===== config.mk =====
export PLATFORM = sky130hd
export DESIGN_NAME = encoder_servo_pulse_controller_flat
export DESIGN_NICKNAME = d
export VERILOG_FILES = /design/src/design/espc_pkg.sv /design/src/design/espc_if.sv /design/src/design/espc_regs.sv /design/src/design/espc_link.sv /design/src/design/espc_servo.sv /design/src/design/encoder_servo_pulse_controller.sv /design/src/flat_wrapper.sv
export SDC_FILE = /design/constraint.sdc
export NUM_CORES = 1
export LEC_CHECK = 0
export ABC_AREA = 1
export BUFFER_PORTS_ARGS = -buffer_cell sky130_fd_sc_hd__buf_2
export CAP_MARGIN = 20
export CORE_ASPECT_RATIO = 2
export CORE_MARGIN = 3
export CORE_UTILIZATION = 60
export DETAILED_ROUTE_END_ITERATION = 10
export HOLD_SLACK_MARGIN = 0.08
export PLACE_DENSITY = 0.81
export SLEW_MARGIN = 20
export SYNTH_ARGS = -nofsm -noshare
export SYNTH_HDL_FRONTEND = slang
export SYNTH_SLANG_ARGS = --single-unit

===== constraint.sdc =====
create_clock -name clk -period 5.7 [get_ports clk]
set_clock_uncertainty 0.15 [all_clocks]
set_input_delay 0.855 -clock clk [delete_from_list [all_inputs] [get_ports clk]]
set_output_delay 0.855 -clock clk [all_outputs]
set_load 0.01 [all_outputs]

===== src/design/espc_pkg.sv =====
`timescale 1ns / 1ps
// ----------------------------------------------------------------------------
// espc_pkg
// Shared types, codes and reset constants of the encoder servo pulse
// controller.
// ----------------------------------------------------------------------------
package espc_pkg;

    localparam int POSITION_BITS_DEFAULT = 12;

    localparam int BAND_W   = 12;
    localparam int COUNT_W  = 4;
    localparam int TIME_W   = 8;
    localparam int BYTE_W   = 8;
    localparam int DIR_W    = 2;
    localparam int CFG_IDX_W  = 3;
    localparam int CFG_DATA_W = 12;

    localparam logic [15:0]       TARGET_RESET = 16'h03FF;
    localparam logic [BYTE_W-1:0] FRAME_HEAD   = 8'h40;
    localparam logic [BYTE_W-1:0] FRAME_TAIL   = 8'h41;

    localparam logic [DIR_W-1:0] DIR_NONE   = 2'd0;
    localparam logic [DIR_W-1:0] DIR_FIRST  = 2'd1;
    localparam logic [DIR_W-1:0] DIR_SECOND = 2'd2;

    localparam logic REQ_TICK = 1'b0;
    localparam logic REQ_BYTE = 1'b1;

    typedef enum logic [CFG_IDX_W-1:0] {
        CFG_DEADBAND      = 3'd0,
        CFG_FINE_BAND     = 3'd1,
        CFG_STEADY_PULSES = 3'd2,
        CFG_MOVING_PULSES = 3'd3,
        CFG_COARSE_HIGH   = 3'd4,
        CFG_COARSE_LOW    = 3'd5,
        CFG_FINE_HIGH     = 3'd6,
        CFG_FINE_LOW      = 3'd7
    } cfg_index_t;

    typedef enum logic [1:0] {
        MODE_NONE,
        MODE_FINE,
        MODE_COARSE
    } mode_t;

    typedef struct packed {
        logic [BAND_W-1:0]  deadband;
        logic [BAND_W-1:0]  fine_band;
        logic [COUNT_W-1:0] steady_pulses;
        logic [COUNT_W-1:0] moving_pulses;
        logic [TIME_W-1:0]  coarse_high_time;
        logic [TIME_W-1:0]  coarse_low_time;
        logic [TIME_W-1:0]  fine_high_time;
        logic [TIME_W-1:0]  fine_low_time;
    } cfg_t;

    localparam cfg_t CFG_RESET = '{
        deadband:         12'd11,
        fine_band:        12'd341,
        steady_pulses:    4'd6,
        moving_pulses:    4'd2,
        coarse_high_time: 8'd28,
        coarse_low_time:  8'd63,
        fine_high_time:   8'd25,
        fine_low_time:    8'd66
    };

    typedef struct packed {
        logic [DIR_W-1:0]   dir;
        logic [COUNT_W-1:0] count;
        logic [TIME_W-1:0]  high;
        logic [TIME_W-1:0]  low;
    } drive_t;

endpackage


===== src/design/espc_if.sv =====
`timescale 1ns / 1ps
// ----------------------------------------------------------------------------
// espc_in_if / espc_out_if
// Valid/ready request channels for input items and result items.
// ----------------------------------------------------------------------------
interface espc_in_if #(
    parameter int POSITION_BITS = espc_pkg::POSITION_BITS_DEFAULT
);
    import espc_pkg::*;

    logic                     valid;
    logic                     ready;
    logic                     req_type;
    logic [POSITION_BITS-1:0] encoder_position;
    logic [BYTE_W-1:0]        rx_byte;

    modport source (output valid, req_type, encoder_position, rx_byte, input ready);
    modport sink   (input valid, req_type, encoder_position, rx_byte, output ready);
endinterface

interface espc_out_if #(
    parameter int POSITION_BITS = espc_pkg::POSITION_BITS_DEFAULT
);
    import espc_pkg::*;

    logic                     valid;
    logic                     ready;
    logic [DIR_W-1:0]         drive_direction;
    logic [COUNT_W-1:0]       pulse_count;
    logic [TIME_W-1:0]        pulse_high;
    logic [TIME_W-1:0]        pulse_low;
    logic [POSITION_BITS-1:0] error_magnitude;
    logic                     encoder_fault;
    logic [POSITION_BITS-1:0] target_position;
    logic                     target_updated;

    modport source (
        output valid, drive_direction, pulse_count, pulse_high, pulse_low,
               error_magnitude, encoder_fault, target_position, target_updated,
        input  ready
    );
    modport sink (
        input  valid, drive_direction, pulse_count, pulse_high, pulse_low,
               error_magnitude, encoder_fault, target_position, target_updated,
        output ready
    );
endinterface


===== src/design/espc_regs.sv =====
`timescale 1ns / 1ps
// ----------------------------------------------------------------------------
// espc_regs
// Configuration register file, written through the plain write port.
// ----------------------------------------------------------------------------
module espc_regs (
    input  logic                              clk,
    input  logic                              rst_n,
    input  logic                              wr_en,
    input  logic [espc_pkg::CFG_IDX_W-1:0]    wr_index,
    input  logic [espc_pkg::CFG_DATA_W-1:0]   wr_data,
    output espc_pkg::cfg_t                    cfg
);
    import espc_pkg::*;

    cfg_t cfg_reg;
    cfg_t cfg_next;

    always_comb
    begin
        cfg_next = cfg_reg;
        unique case (cfg_index_t'(wr_index))
            CFG_DEADBAND:      cfg_next.deadband         = wr_data;
            CFG_FINE_BAND:     cfg_next.fine_band        = wr_data;
            CFG_STEADY_PULSES: cfg_next.steady_pulses    = wr_data[COUNT_W-1:0];
            CFG_MOVING_PULSES: cfg_next.moving_pulses    = wr_data[COUNT_W-1:0];
            CFG_COARSE_HIGH:   cfg_next.coarse_high_time = wr_data[TIME_W-1:0];
            CFG_COARSE_LOW:    cfg_next.coarse_low_time  = wr_data[TIME_W-1:0];
            CFG_FINE_HIGH:     cfg_next.fine_high_time   = wr_data[TIME_W-1:0];
            CFG_FINE_LOW:      cfg_next.fine_low_time    = wr_data[TIME_W-1:0];
        endcase
    end

    always_ff @(posedge clk or negedge rst_n)
    begin
        if (!rst_n)
        begin
            cfg_reg <= CFG_RESET;
        end
        else if (wr_en)
        begin
            cfg_reg <= cfg_next;
        end
    end

    assign cfg = cfg_reg;

endmodule


===== src/design/espc_link.sv =====
`timescale 1ns / 1ps
// ----------------------------------------------------------------------------
// espc_link
// Link byte history and target register; decodes the target frame.
// ----------------------------------------------------------------------------
module espc_link #(
    parameter int POSITION_BITS = espc_pkg::POSITION_BITS_DEFAULT
) (
    input  logic                          clk,
    input  logic                          rst_n,
    input  logic                          byte_sel,
    input  logic                          byte_en,
    input  logic [espc_pkg::BYTE_W-1:0]   rx_byte,
    output logic [POSITION_BITS-1:0]      target,
    output logic [POSITION_BITS-1:0]      target_after,
    output logic                          updated
);
    import espc_pkg::*;

    logic [BYTE_W-1:0]        hist_reg [3];   // oldest first
    logic [POSITION_BITS-1:0] target_reg;
    logic [POSITION_BITS-1:0] target_next;
    logic [2*BYTE_W-1:0]      frame_value;
    logic                     frame_hit;
    logic                     value_fits;

    assign frame_value = {hist_reg[1], hist_reg[2]};
    assign frame_hit   = (rx_byte == FRAME_TAIL) && (hist_reg[0] == FRAME_HEAD);
    assign value_fits  = (frame_value >> POSITION_BITS) == '0;

    always_comb
    begin
        updated     = byte_sel && frame_hit && value_fits;
        target_next = updated ? frame_value[POSITION_BITS-1:0] : target_reg;
    end

    always_ff @(posedge clk or negedge rst_n)
    begin
        if (!rst_n)
        begin
            hist_reg[0] <= '0;
            hist_reg[1] <= '0;
            hist_reg[2] <= '0;
            target_reg  <= TARGET_RESET[POSITION_BITS-1:0];
        end
        else if (byte_en)
        begin
            hist_reg[0] <= hist_reg[1];
            hist_reg[1] <= hist_reg[2];
            hist_reg[2] <= rx_byte;
            target_reg  <= target_next;
        end
    end

    assign target       = target_reg;
    assign target_after = target_next;

endmodule


===== src/design/espc_servo.sv =====
`timescale 1ns / 1ps
// ----------------------------------------------------------------------------
// espc_servo
// Position error folding, band decision and pulse selection for one tick.
// ----------------------------------------------------------------------------
module espc_servo #(
    parameter int POSITION_BITS = espc_pkg::POSITION_BITS_DEFAULT
) (
    input  logic                      clk,
    input  logic                      rst_n,
    input  logic                      tick_en,
    input  logic [POSITION_BITS-1:0]  position,
    input  logic [POSITION_BITS-1:0]  target,
    input  espc_pkg::cfg_t            cfg,
    output espc_pkg::drive_t          drive,
    output logic [POSITION_BITS-1:0]  magnitude,
    output logic                      fault
);
    import espc_pkg::*;

    localparam int CMP_W = (POSITION_BITS > BAND_W) ? POSITION_BITS : BAND_W;
    localparam logic [POSITION_BITS-1:0] POS_HALF =
        POSITION_BITS'((1 << (POSITION_BITS - 1)) - 1);

    logic                     primed_reg;
    logic [POSITION_BITS-1:0] last_error_reg;
    logic [POSITION_BITS-1:0] diff;
    logic [DIR_W-1:0]         side;
    logic [CMP_W-1:0]         mag_cmp;
    logic [CMP_W-1:0]         dead_cmp;
    logic [CMP_W-1:0]         fine_cmp;
    logic [POSITION_BITS:0]   last_plus_one;
    logic                     steady;
    mode_t                    mode;

    assign diff  = target - position;
    assign fault = &position;

    // Upper half folds back: magnitude is all-ones minus the difference.
    always_comb
    begin
        if (diff >= POS_HALF)
        begin
            magnitude = ~diff;
            side      = DIR_FIRST;
        end
        else
        begin
            magnitude = diff;
            side      = DIR_SECOND;
        end
    end

    assign mag_cmp       = CMP_W'(magnitude);
    assign dead_cmp      = CMP_W'(cfg.deadband);
    assign fine_cmp      = CMP_W'(cfg.fine_band);
    assign last_plus_one = {1'b0, last_error_reg} + 1'b1;
    assign steady        = (magnitude == last_error_reg) ||
                           ({1'b0, magnitude} == last_plus_one);

    always_comb
    begin
        priority if (!primed_reg || fault)
            mode = MODE_NONE;
        else if (mag_cmp < fine_cmp)
            mode = (mag_cmp <= dead_cmp) ? MODE_NONE : MODE_FINE;
        else
            mode = MODE_COARSE;
    end

    always_comb
    begin
        unique case (mode)
            MODE_FINE:
            begin
                drive.dir   = side;
                drive.count = steady ? cfg.steady_pulses : cfg.moving_pulses;
                drive.high  = cfg.fine_high_time;
                drive.low   = cfg.fine_low_time;
            end
            MODE_COARSE:
            begin
                drive.dir   = side;
                drive.count = cfg.steady_pulses;
                drive.high  = cfg.coarse_high_time;
                drive.low   = cfg.coarse_low_time;
            end
            default:
            begin
                drive = '0;
            end
        endcase
    end

    always_ff @(posedge clk or negedge rst_n)
    begin
        if (!rst_n)
        begin
            primed_reg     <= 1'b0;
            last_error_reg <= '0;
        end
        else if (tick_en)
        begin
            primed_reg <= 1'b1;
            if (mode != MODE_NONE)
            begin
                last_error_reg <= magnitude;
            end
        end
    end

endmodule


===== src/design/encoder_servo_pulse_controller.sv =====
`timescale 1ns / 1ps
// ----------------------------------------------------------------------------
// encoder_servo_pulse_controller
// Servo position loop for an absolute encoder: control ticks produce drive
// pulse commands, link bytes load a new target through a framed command.
//
//   channel  | dir | handshake        | payload
//   ---------+-----+------------------+--------------------------------------
//   item     | in  | valid / ready    | req_type, encoder_position, rx_byte
//   result   | out | valid / ready    | drive, pulses, error, fault, target
//   wr_*     | in  | wr_en, no stall  | wr_index, wr_data
//
// A request passes through the input register, then decision logic into the
// result register. One request per cycle while results are taken; the input
// stage advances whenever the result register is empty or being taken.
// Reset loads the register defaults, target 0x3FF and an unprimed loop.
// A stalled result holds the input stage; ready drops only when both are full.
// ----------------------------------------------------------------------------
module encoder_servo_pulse_controller #(
    parameter int POSITION_BITS = espc_pkg::POSITION_BITS_DEFAULT
) (
    input  logic                             clk,
    input  logic                             rst_n,
    espc_in_if.sink                          item,
    espc_out_if.source                       result,
    input  logic                             wr_en,
    input  logic [espc_pkg::CFG_IDX_W-1:0]   wr_index,
    input  logic [espc_pkg::CFG_DATA_W-1:0]  wr_data
);
    import espc_pkg::*;

    cfg_t                     cfg;
    drive_t                   drive;
    logic [POSITION_BITS-1:0] magnitude;
    logic                     fault;
    logic [POSITION_BITS-1:0] target;
    logic [POSITION_BITS-1:0] target_after;
    logic                     updated;

    logic                     s1_valid_reg;
    logic                     s1_valid_next;
    logic                     s1_type_reg;
    logic [POSITION_BITS-1:0] s1_pos_reg;
    logic [BYTE_W-1:0]        s1_byte_reg;
    logic                     s1_advance;
    logic                     in_fire;
    logic                     s2_fire;
    logic                     tick_sel;
    logic                     byte_sel;

    logic                     out_valid_reg;
    logic                     out_valid_next;
    drive_t                   out_drive_reg;
    logic [POSITION_BITS-1:0] out_mag_reg;
    logic                     out_fault_reg;
    logic [POSITION_BITS-1:0] out_target_reg;
    logic                     out_updated_reg;

    assign s1_advance = !out_valid_reg || result.ready;
    assign item.ready = !s1_valid_reg || s1_advance;
    assign in_fire    = item.valid && item.ready;
    assign s2_fire    = s1_valid_reg && s1_advance;
    assign tick_sel   = (s1_type_reg == REQ_TICK);
    assign byte_sel   = (s1_type_reg == REQ_BYTE);

    espc_regs u_regs (
        .clk      (clk),
        .rst_n    (rst_n),
        .wr_en    (wr_en),
        .wr_index (wr_index),
        .wr_data  (wr_data),
        .cfg      (cfg)
    );

    espc_servo #(
        .POSITION_BITS (POSITION_BITS)
    ) u_servo (
        .clk       (clk),
        .rst_n     (rst_n),
        .tick_en   (s2_fire && tick_sel),
        .position  (s1_pos_reg),
        .target    (target),
        .cfg       (cfg),
        .drive     (drive),
        .magnitude (magnitude),
        .fault     (fault)
    );

    espc_link #(
        .POSITION_BITS (POSITION_BITS)
    ) u_link (
        .clk          (clk),
        .rst_n        (rst_n),
        .byte_sel     (byte_sel),
        .byte_en      (s2_fire && byte_sel),
        .rx_byte      (s1_byte_reg),
        .target       (target),
        .target_after (target_after),
        .updated      (updated)
    );

    always_comb
    begin
        s1_valid_next = s1_valid_reg;
        if (in_fire)
            s1_valid_next = 1'b1;
        else if (s1_advance)
            s1_valid_next = 1'b0;

        out_valid_next = out_valid_reg;
        if (s2_fire)
            out_valid_next = 1'b1;
        else if (result.ready)
            out_valid_next = 1'b0;
    end

    always_ff @(posedge clk or negedge rst_n)
    begin
        if (!rst_n)
        begin
            s1_valid_reg  <= 1'b0;
            out_valid_reg <= 1'b0;
        end
        else
        begin
            s1_valid_reg  <= s1_valid_next;
            out_valid_reg <= out_valid_next;
        end
    end

    always_ff @(posedge clk)
    begin
        if (in_fire)
        begin
            s1_type_reg <= item.req_type;
            s1_pos_reg  <= item.encoder_position;
            s1_byte_reg <= item.rx_byte;
        end
    end

    // Link bytes report no drive, no error and no fault.
    always_ff @(posedge clk)
    begin
        if (s2_fire)
        begin
            out_drive_reg   <= tick_sel ? drive : '0;
            out_mag_reg     <= tick_sel ? magnitude : '0;
            out_fault_reg   <= tick_sel && fault;
            out_target_reg  <= target_after;
            out_updated_reg <= updated;
        end
    end

    assign result.valid           = out_valid_reg;
    assign result.drive_direction = out_drive_reg.dir;
    assign result.pulse_count     = out_drive_reg.count;
    assign result.pulse_high      = out_drive_reg.high;
    assign result.pulse_low       = out_drive_reg.low;
    assign result.error_magnitude = out_mag_reg;
    assign result.encoder_fault   = out_fault_reg;
    assign result.target_position = out_target_reg;
    assign result.target_updated  = out_updated_reg;

`ifndef NO_ASSERTIONS
    a_idle_no_pulses : assert property (@(posedge clk) disable iff (!rst_n)
        result.valid && result.drive_direction == DIR_NONE |->
            result.pulse_count == '0 && result.pulse_high == '0 &&
            result.pulse_low == '0)
        else $error("no-drive result carries pulse data");

    a_fault_no_drive : assert property (@(posedge clk) disable iff (!rst_n)
        result.valid && result.encoder_fault |-> result.drive_direction == DIR_NONE)
        else $error("drive sent with encoder fault");

    a_update_is_byte : assert property (@(posedge clk) disable iff (!rst_n)
        result.valid && result.target_updated |->
            result.drive_direction == DIR_NONE && !result.encoder_fault &&
            result.error_magnitude == '0)
        else $error("target update on a control tick");

    a_stage_holds : assert property (@(posedge clk) disable iff (!rst_n)
        s1_valid_reg && !s1_advance |=> s1_valid_reg)
        else $error("input stage dropped a stalled request");
`endif

endmodule


===== src/flat_wrapper.sv =====
// flat-port wrapper written by rule: the top's interface ports become plain ports
module encoder_servo_pulse_controller_flat import espc_pkg::*;
#(
    parameter int POSITION_BITS = espc_pkg::POSITION_BITS_DEFAULT
)
  (clk, rst_n, wr_en, wr_index, wr_data, item_valid, item_req_type, item_encoder_position, item_rx_byte, item_ready, result_valid, result_drive_direction, result_pulse_count, result_pulse_high, result_pulse_low, result_error_magnitude, result_encoder_fault, result_target_position, result_target_updated, result_ready);
  espc_in_if #(.POSITION_BITS(POSITION_BITS)) item_i ();
  espc_out_if #(.POSITION_BITS(POSITION_BITS)) result_i ();
  input  logic clk;
  input  logic rst_n;
  input  logic wr_en;
  input  logic [espc_pkg::CFG_IDX_W-1:0] wr_index;
  input  logic [espc_pkg::CFG_DATA_W-1:0] wr_data;
  input wire logic [$bits(item_i.valid)-1:0] item_valid;
  input wire logic [$bits(item_i.req_type)-1:0] item_req_type;
  input wire logic [$bits(item_i.encoder_position)-1:0] item_encoder_position;
  input wire logic [$bits(item_i.rx_byte)-1:0] item_rx_byte;
  output wire logic [$bits(item_i.ready)-1:0] item_ready;
  output wire logic [$bits(result_i.valid)-1:0] result_valid;
  output wire logic [$bits(result_i.drive_direction)-1:0] result_drive_direction;
  output wire logic [$bits(result_i.pulse_count)-1:0] result_pulse_count;
  output wire logic [$bits(result_i.pulse_high)-1:0] result_pulse_high;
  output wire logic [$bits(result_i.pulse_low)-1:0] result_pulse_low;
  output wire logic [$bits(result_i.error_magnitude)-1:0] result_error_magnitude;
  output wire logic [$bits(result_i.encoder_fault)-1:0] result_encoder_fault;
  output wire logic [$bits(result_i.target_position)-1:0] result_target_position;
  output wire logic [$bits(result_i.target_updated)-1:0] result_target_updated;
  input wire logic [$bits(result_i.ready)-1:0] result_ready;
  assign item_i.valid = item_valid;
  assign item_i.req_type = item_req_type;
  assign item_i.encoder_position = item_encoder_position;
  assign item_i.rx_byte = item_rx_byte;
  assign item_ready = item_i.ready;
  assign result_valid = result_i.valid;
  assign result_drive_direction = result_i.drive_direction;
  assign result_pulse_count = result_i.pulse_count;
  assign result_pulse_high = result_i.pulse_high;
  assign result_pulse_low = result_i.pulse_low;
  assign result_error_magnitude = result_i.error_magnitude;
  assign result_encoder_fault = result_i.encoder_fault;
  assign result_target_position = result_i.target_position;
  assign result_target_updated = result_i.target_updated;
  assign result_i.ready = result_ready;
  encoder_servo_pulse_controller #(.POSITION_BITS(POSITION_BITS)) u_core (.clk(clk), .rst_n(rst_n), .item(item_i), .result(result_i), .wr_en(wr_en), .wr_index(wr_index), .wr_data(wr_data));
endmodule

# == Yosys cells after proc, flatten, opt, wreduce, memory -nomap -nowiden ==
# Cells that the tools add are included.
# op_classes
n_bitwise,2
n_eq_ne,13
n_reduce_logical,30
mux,12
add_sub_neg,2
magnitude_cmp,3
# ops
op,count
$pmux W22 S2,1
$mux W12,2
$reduce_and A2 Y1,9
$eq A8 B7 Y1 const B,2
$logic_not A16 Y1,1
$add A12 B1 Y13 const B,1
$eq A12 B13 Y1,1
$eq A12 B12 Y1,1
$eq A3 B3 Y1 const B,4
$ge A12 B11 Y1 const B,1
$le A12 B12 Y1,1
$lt A12 B12 Y1,1
$not A12 Y12,1
$reduce_and A12 Y1,1
$sub A12 B12 Y12,1
$logic_and A1 B1 Y1,8
$eq A3 B2 Y1 const B,2
$mux W2,3
$reduce_bool A2 Y1,3
$mux W1,5
$logic_or A1 B1 Y1,4
$mux W4,1
$eq A3 B1 Y1 const B,1
$logic_not A1 Y1,3
4 further kinds,4
# word_totals
ff_bits,184
wordCells,89

# == Logic depth before layout (Yosys ltp) ==
# logic_depth
ltp_word,9
ltp_mapped,31
mapped_depth_nobuf,29

# == Modules after synthesis ==
# A second synthesis with hierarchy kept.
# unflattened
cells_unflattened,1253
hier_area_um2,10078.4
# by_module_without_submodules
module,area_per_inst_um2,cells_each,instances
espc_servo,3205.6,577,1
espc_regs,2583.7,296,1
encoder_servo_pulse_controller,2484.9,158,1
espc_link,1804.2,222,1

# == Worst setup path before layout ==
# OpenSTA, ideal clock, no wires.
# synth_timing
kind,reg-to-reg
startpoint,register u_core.u_link.target_reg[0] (netlist: u_core.u_link.target[0])
endpoint,register u_core.u_servo.last_error_reg[0]
path_stages_with_launch,27
t_arrival_ps,4215
path_slack_ps,1204
setup_ps,130
cell_sequence,dfstp_2 -> inv_1 -> ha_1 -> inv_1 -> fa_1 -> nand2_2 -> nand2_2 -> nand3_2 -> nand2_2 -> nand2_2 -> nand2_4 -> nand2_2 -> nor2_4 -> nand3_4 -> nand2_8 -> nand2_1 -> nand2_1 -> inv_1 -> ha_1 -> a21oi_1 -> nor2_1 -> a2111oi_0 -> nand4_1 -> ha_1 -> nor2_1 -> clkbuf_1 -> o21ai_0
# synth_between
elab_chain_cells,9
# synth_rtl
element,line_no,source
start: declaration,espc_link.sv:21,logic [POSITION_BITS-1:0] target_reg;
start signal: assignment,espc_link.sv:44,target_reg <= TARGET_RESET[POSITION_BITS-1:0];
start signal: assignment,espc_link.sv:51,target_reg <= target_next;
$sub A12 B12 Y12 (*),espc_servo.sv:36,assign diff = target - position;
$ge A12 B11 Y1 or $not A12 Y12 (tied branches),"espc_servo.sv:42, espc_servo.sv:44",
$mux W12 (*),espc_servo.sv:42,if (diff >= POS_HALF)
via u_core.magnitude[9],encoder_servo_pulse_controller.sv:34,logic [POSITION_BITS-1:0] magnitude;
$le A12 B12 Y1,espc_servo.sv:66,mode = (mag_cmp <= dead_cmp) ? MODE_NONE : MODE_FINE;
$mux W1,espc_servo.sv:66,
$mux W2 (*),espc_servo.sv:65,else if (mag_cmp < fine_cmp)
$mux W2 (*),espc_servo.sv:63,priority if (!primed_reg || fault)
$reduce_bool A2 Y1 (*),espc_servo.sv:105,if (mode != MODE_NONE)
$reduce_and A2 Y1 (no line) (*),n/a,
end signal: assignment,espc_servo.sv:107,last_error_reg <= magnitude;
end: declaration,espc_servo.sv:26,logic [POSITION_BITS-1:0] last_error_reg;
# Mark *: on every way through the listed nets, which the timed path passes. The rest lies on a longest branch.
# A chain may end at the register's enable or synchronous reset.

# == Final worst setup path ==
# layout_timing
startpoint,register u_core.u_link.target_reg[0] (netlist: u_core.u_link.target[0])
endpoint,"register u_core.out_drive_reg, in the netlist u_core.result.pulse_high[5] (data pin)"
# layout_between
elab_chain_cells,9
# layout_rtl
element,line_no,source
$sub A12 B12 Y12 (*),espc_servo.sv:36,
$ge A12 B11 Y1 or $not A12 Y12 (tied branches),"espc_servo.sv:42, espc_servo.sv:44",
$mux W12 (*),espc_servo.sv:42,
via u_core.magnitude[5],encoder_servo_pulse_controller.sv:34,
$le A12 B12 Y1,espc_servo.sv:66,
$mux W1,espc_servo.sv:66,
$mux W2 (*),espc_servo.sv:65,
$mux W2 (*),espc_servo.sv:63,
$eq A2 B2 Y1 or $eq A2 B1 Y1 (tied branches),espc_servo.sv:73,unique case (mode)
$pmux W22 S2 (*),espc_servo.sv:73,
end signal: assignment,encoder_servo_pulse_controller.sv:146,out_drive_reg <= tick_sel ? drive : '0;
end: declaration,encoder_servo_pulse_controller.sv:53,drive_t out_drive_reg;
# Marked as above.

==> reports/qor.csv <==
metric;value;unit
slew_headroom;35.9;%
nets;1256;
synthFlopType;dfrtp_1;
seq_area;4990;sq um
ys_ff_latch;184;
drive_gt1_share;17.2;%
root_buffer;clkbuf_16;
synth_compound_area_share;9.11;%
synth.area.mux_share;0;%
synth_area;9360;sq um
leakage;5.08;nW
fmax;0.195;GHz
cp-startpoint;u_core.u_link.target[0]$_DFFE_PN1P_;
min_period;5.13;ns
hp-class;in -> async;
seq_power_share;45.7;%
cts_resized;0;
grt_pass1_vias;7677;
vias;7557;
synth_nets;1168;
grt.total_usage;28.7;%
ys_types;32;
clk_pin_slew;0.07;ns
syn-instance-count;1088;
arrival;5.26;ns
r2r_start;u_core.u_link.target[0]$_DFFE_PN1P_;
final_area;10600;sq um
place.gp.congestion;0.928;
io-pin-count;91;
clock_insertion_delay_worst_skew;0.44;ns
critPathMaxFanout;19;
multi_input_area;3650;sq um
synthAdderAreaFrac;5.30;%
p_comb_share;25.3;%
p_sw_share;33.3;%
antenna_found_initial;0;
cts_tree;done;
critPathMaxStageDelay;0.53;ns
grt_max_degree;49;
crit_path_start_kind;register;
routed_wl;23.2;mm
tns;0;ns
largest_reg_flops;64;
cts_made_buffers;17;
p_sw;1.34;mW
critPathKind;reg -> reg;
htreeDepth;4;
wire_per_inst;16.7;microns
postCtsSetupRepairBufs;0;
crit_buf_inv;4;
power_density;381;nW/um^2
yosysWarnings;0;
cpMostUsedCell;nand2_2;
p_clk_share;29.0;%
synth-xor-area-share;1.03;%
die_area;17200;sq um
status;finished, final reports clean;
fillers;1255;
async_flop_share;62.5;%
synth_top_family_by_area;simple AND/OR/NAND/NOR gates;
avgSynthCellArea;8.60;sq um
core;15300;sq um
die_x;94.3;microns
row_count;64;
diodes;0;
drt-initial-drc-count;391;
synth_edf_count;69;
p_int;2.69;mW
cp.required;5.83;ns
clockBufferDepth;2;
slew_violations;0;
initial_utilization;61.2;%
hold_violations;0;
grt-ovfl-total;0;
avgViaCountPerCell;5.45;
hpwl;16.7;mm
ant_nets;0;
crit_slowest_cell;dfstp_2;
placedInstanceArea;9980;sq um
die_h;183;microns
grt_pass1_wl;37.5;mm
setup_viol;0;
synth_simple_gate_area_share;23.6;%
io_buffers;90;
rsz0062_at_grt;no;
cts_sinks;184;
drc;0;
critPathCaptureType;register;
maxCapViolCount;0;
hold_buffers;0;
worst_pin_slew;0.961;ns
min_period_over_period;90.0;%
cpLargestDelayFamily;simple AND/OR/NAND/NOR gates;
synth_seq_area_share;53.4;%
vdd_drop_max;289;uV
dr.pass1.iters;5;
area_growth;13.0;%
power groups by stage:
stage / clock network [mW] / registers [mW] / logic [mW]
finish: 1.17 / 1.84 / 1.02
global route: 1.23 / 1.87 / 1.17
CTS: 1.18 / 1.84 / 1.02
detailed placement: 0 / 1.86 / 1.01
global placement: 0 / 1.85 / 0.986
floorplan: 0 / 1.83 / 0.692
cell usage in the layout (no fill, tap or decap), drive strengths merged:
cell type and n:
a2111oi 1, a21oi 56, a221oi 1, buf 100, clkbuf 24, clkinv 4, clkinvlp 2, dfrtp 80
dfstp 35, edfxtp 69, fa 1, ha 38, inv 151, nand2 343, nand3 76, nand3b 6
nand4 9, nor2 57, nor3 7, nor4 4, o21ai 110, or2 3, or4 1, xor2 11
synthesized netlist by cell type (20+ instances only):
library cell | n | area, sq um
dfrtp_1 | 80 | 2000
a21oi_1 | 55 | 275
ha_1 | 38 | 475
nand3_1 | 71 | 355
nor2_1 | 52 | 195
o21ai_0 | 110 | 551
dfstp_2 | 35 | 920
nand2_2 | 20 | 125
clkbuf_1 | 26 | 97.6
inv_1 | 149 | 559
nand2_1 | 319 | 1200
edfxtp_1 | 69 | 2070
worst reg2reg max path: stages, from the launching register on:
cell and delay (ns):
dfstp_2 0.53, inv_1 0.05, ha_1 0.17, inv_1 0.12, fa_1 0.22, nand2_2 0.06, nand2_2 0.10, nand3_2 0.08
nand2_2 0.10, nand2_2 0.07, nand2_4 0.08, nand2_2 0.07, nor2_4 0.17, nand3_4 0.26, nand2_8 0.24, nand2_2 0.09
nand2_1 0.19, ha_1 0.29, a21oi_1 0.14, nand3b_1 0.11, a21oi_1 0.06, a2111oi_0 0.43, nand4_1 0.26, inv_1 0.11
ha_1 0.29, buf_4 0.28, nand2_1 0.08, a21oi_1 0.16
final timing paths:
check	endpoint	slack, ns	cells after the start
setup reg to reg	u_core.result.pulse_high[5]$_SDFFCE_PP0P_	0.57	27
setup / recovery	u_core.result.pulse_high[5]$_SDFFCE_PP0P_	0.57	27
max in group asynchronous	u_core.u_regs.cfg[38]$_DFFE_PN1P_	4.18	2
hold reg to reg	u_core.u_link.frame_value[9]$_DFFE_PN0P_	0.32	2
min in group clk	u_core.u_link.frame_value[9]$_DFFE_PN0P_	0.32	2
hold / removal	u_core.u_link.frame_value[9]$_DFFE_PN0P_	0.26	1
logic make-up (layout without fill, tap and decap cells):
logic type               after synthesis  count (layout)
AO/OA/AOI/OAI                        168             168
XOR/XNOR                              11              11
adder cells (fa/ha/maj)               39              39
buffers and inverters                180             281
flip-flops                           184             184
AND/OR/NAND/NOR                      506             506
stage by stage:
stage	power (mW)	cells	utilization (%)	hold slack [ns]	setup WS, ns
5_1_grt	4.26	1387	69.1	0.278	0.0917
4_1_cts	4.04	1387	69.1	0.267	0.581
3_3_place_gp	2.84	1355	65.3	0.299	0.815
2_1_floorplan	2.52	1088	-	0.285	1.20
3_5_place_dp	2.87	1355	65.3	0.318	0.617
6_report	4.03	1387	69.1	0.261	0.570
area by class of cell:
| type | instances | area share, % |
|---|---|---|
| clock buffers | 24 | 5.05 |
| clock inverters | 8 | 0.521 |
| inverters | 149 | 5.30 |
| multi-input cells | 724 | 34.6 |
| flip-flops and latches | 184 | 47.2 |
| well taps | 198 | 2.34 |
| repair buffers | 100 | 4.99 |
metal layers:
layer	global-route usage, %	vias to the layer above	wire [microns]
li1	-	3693	-
met1	30.7	3548	8270
met2	51.8	237	12600
met3	3.59	79	893
met4	18.2	0	1430
met5	0	-	0
Power figures use the tool's default switching activity.
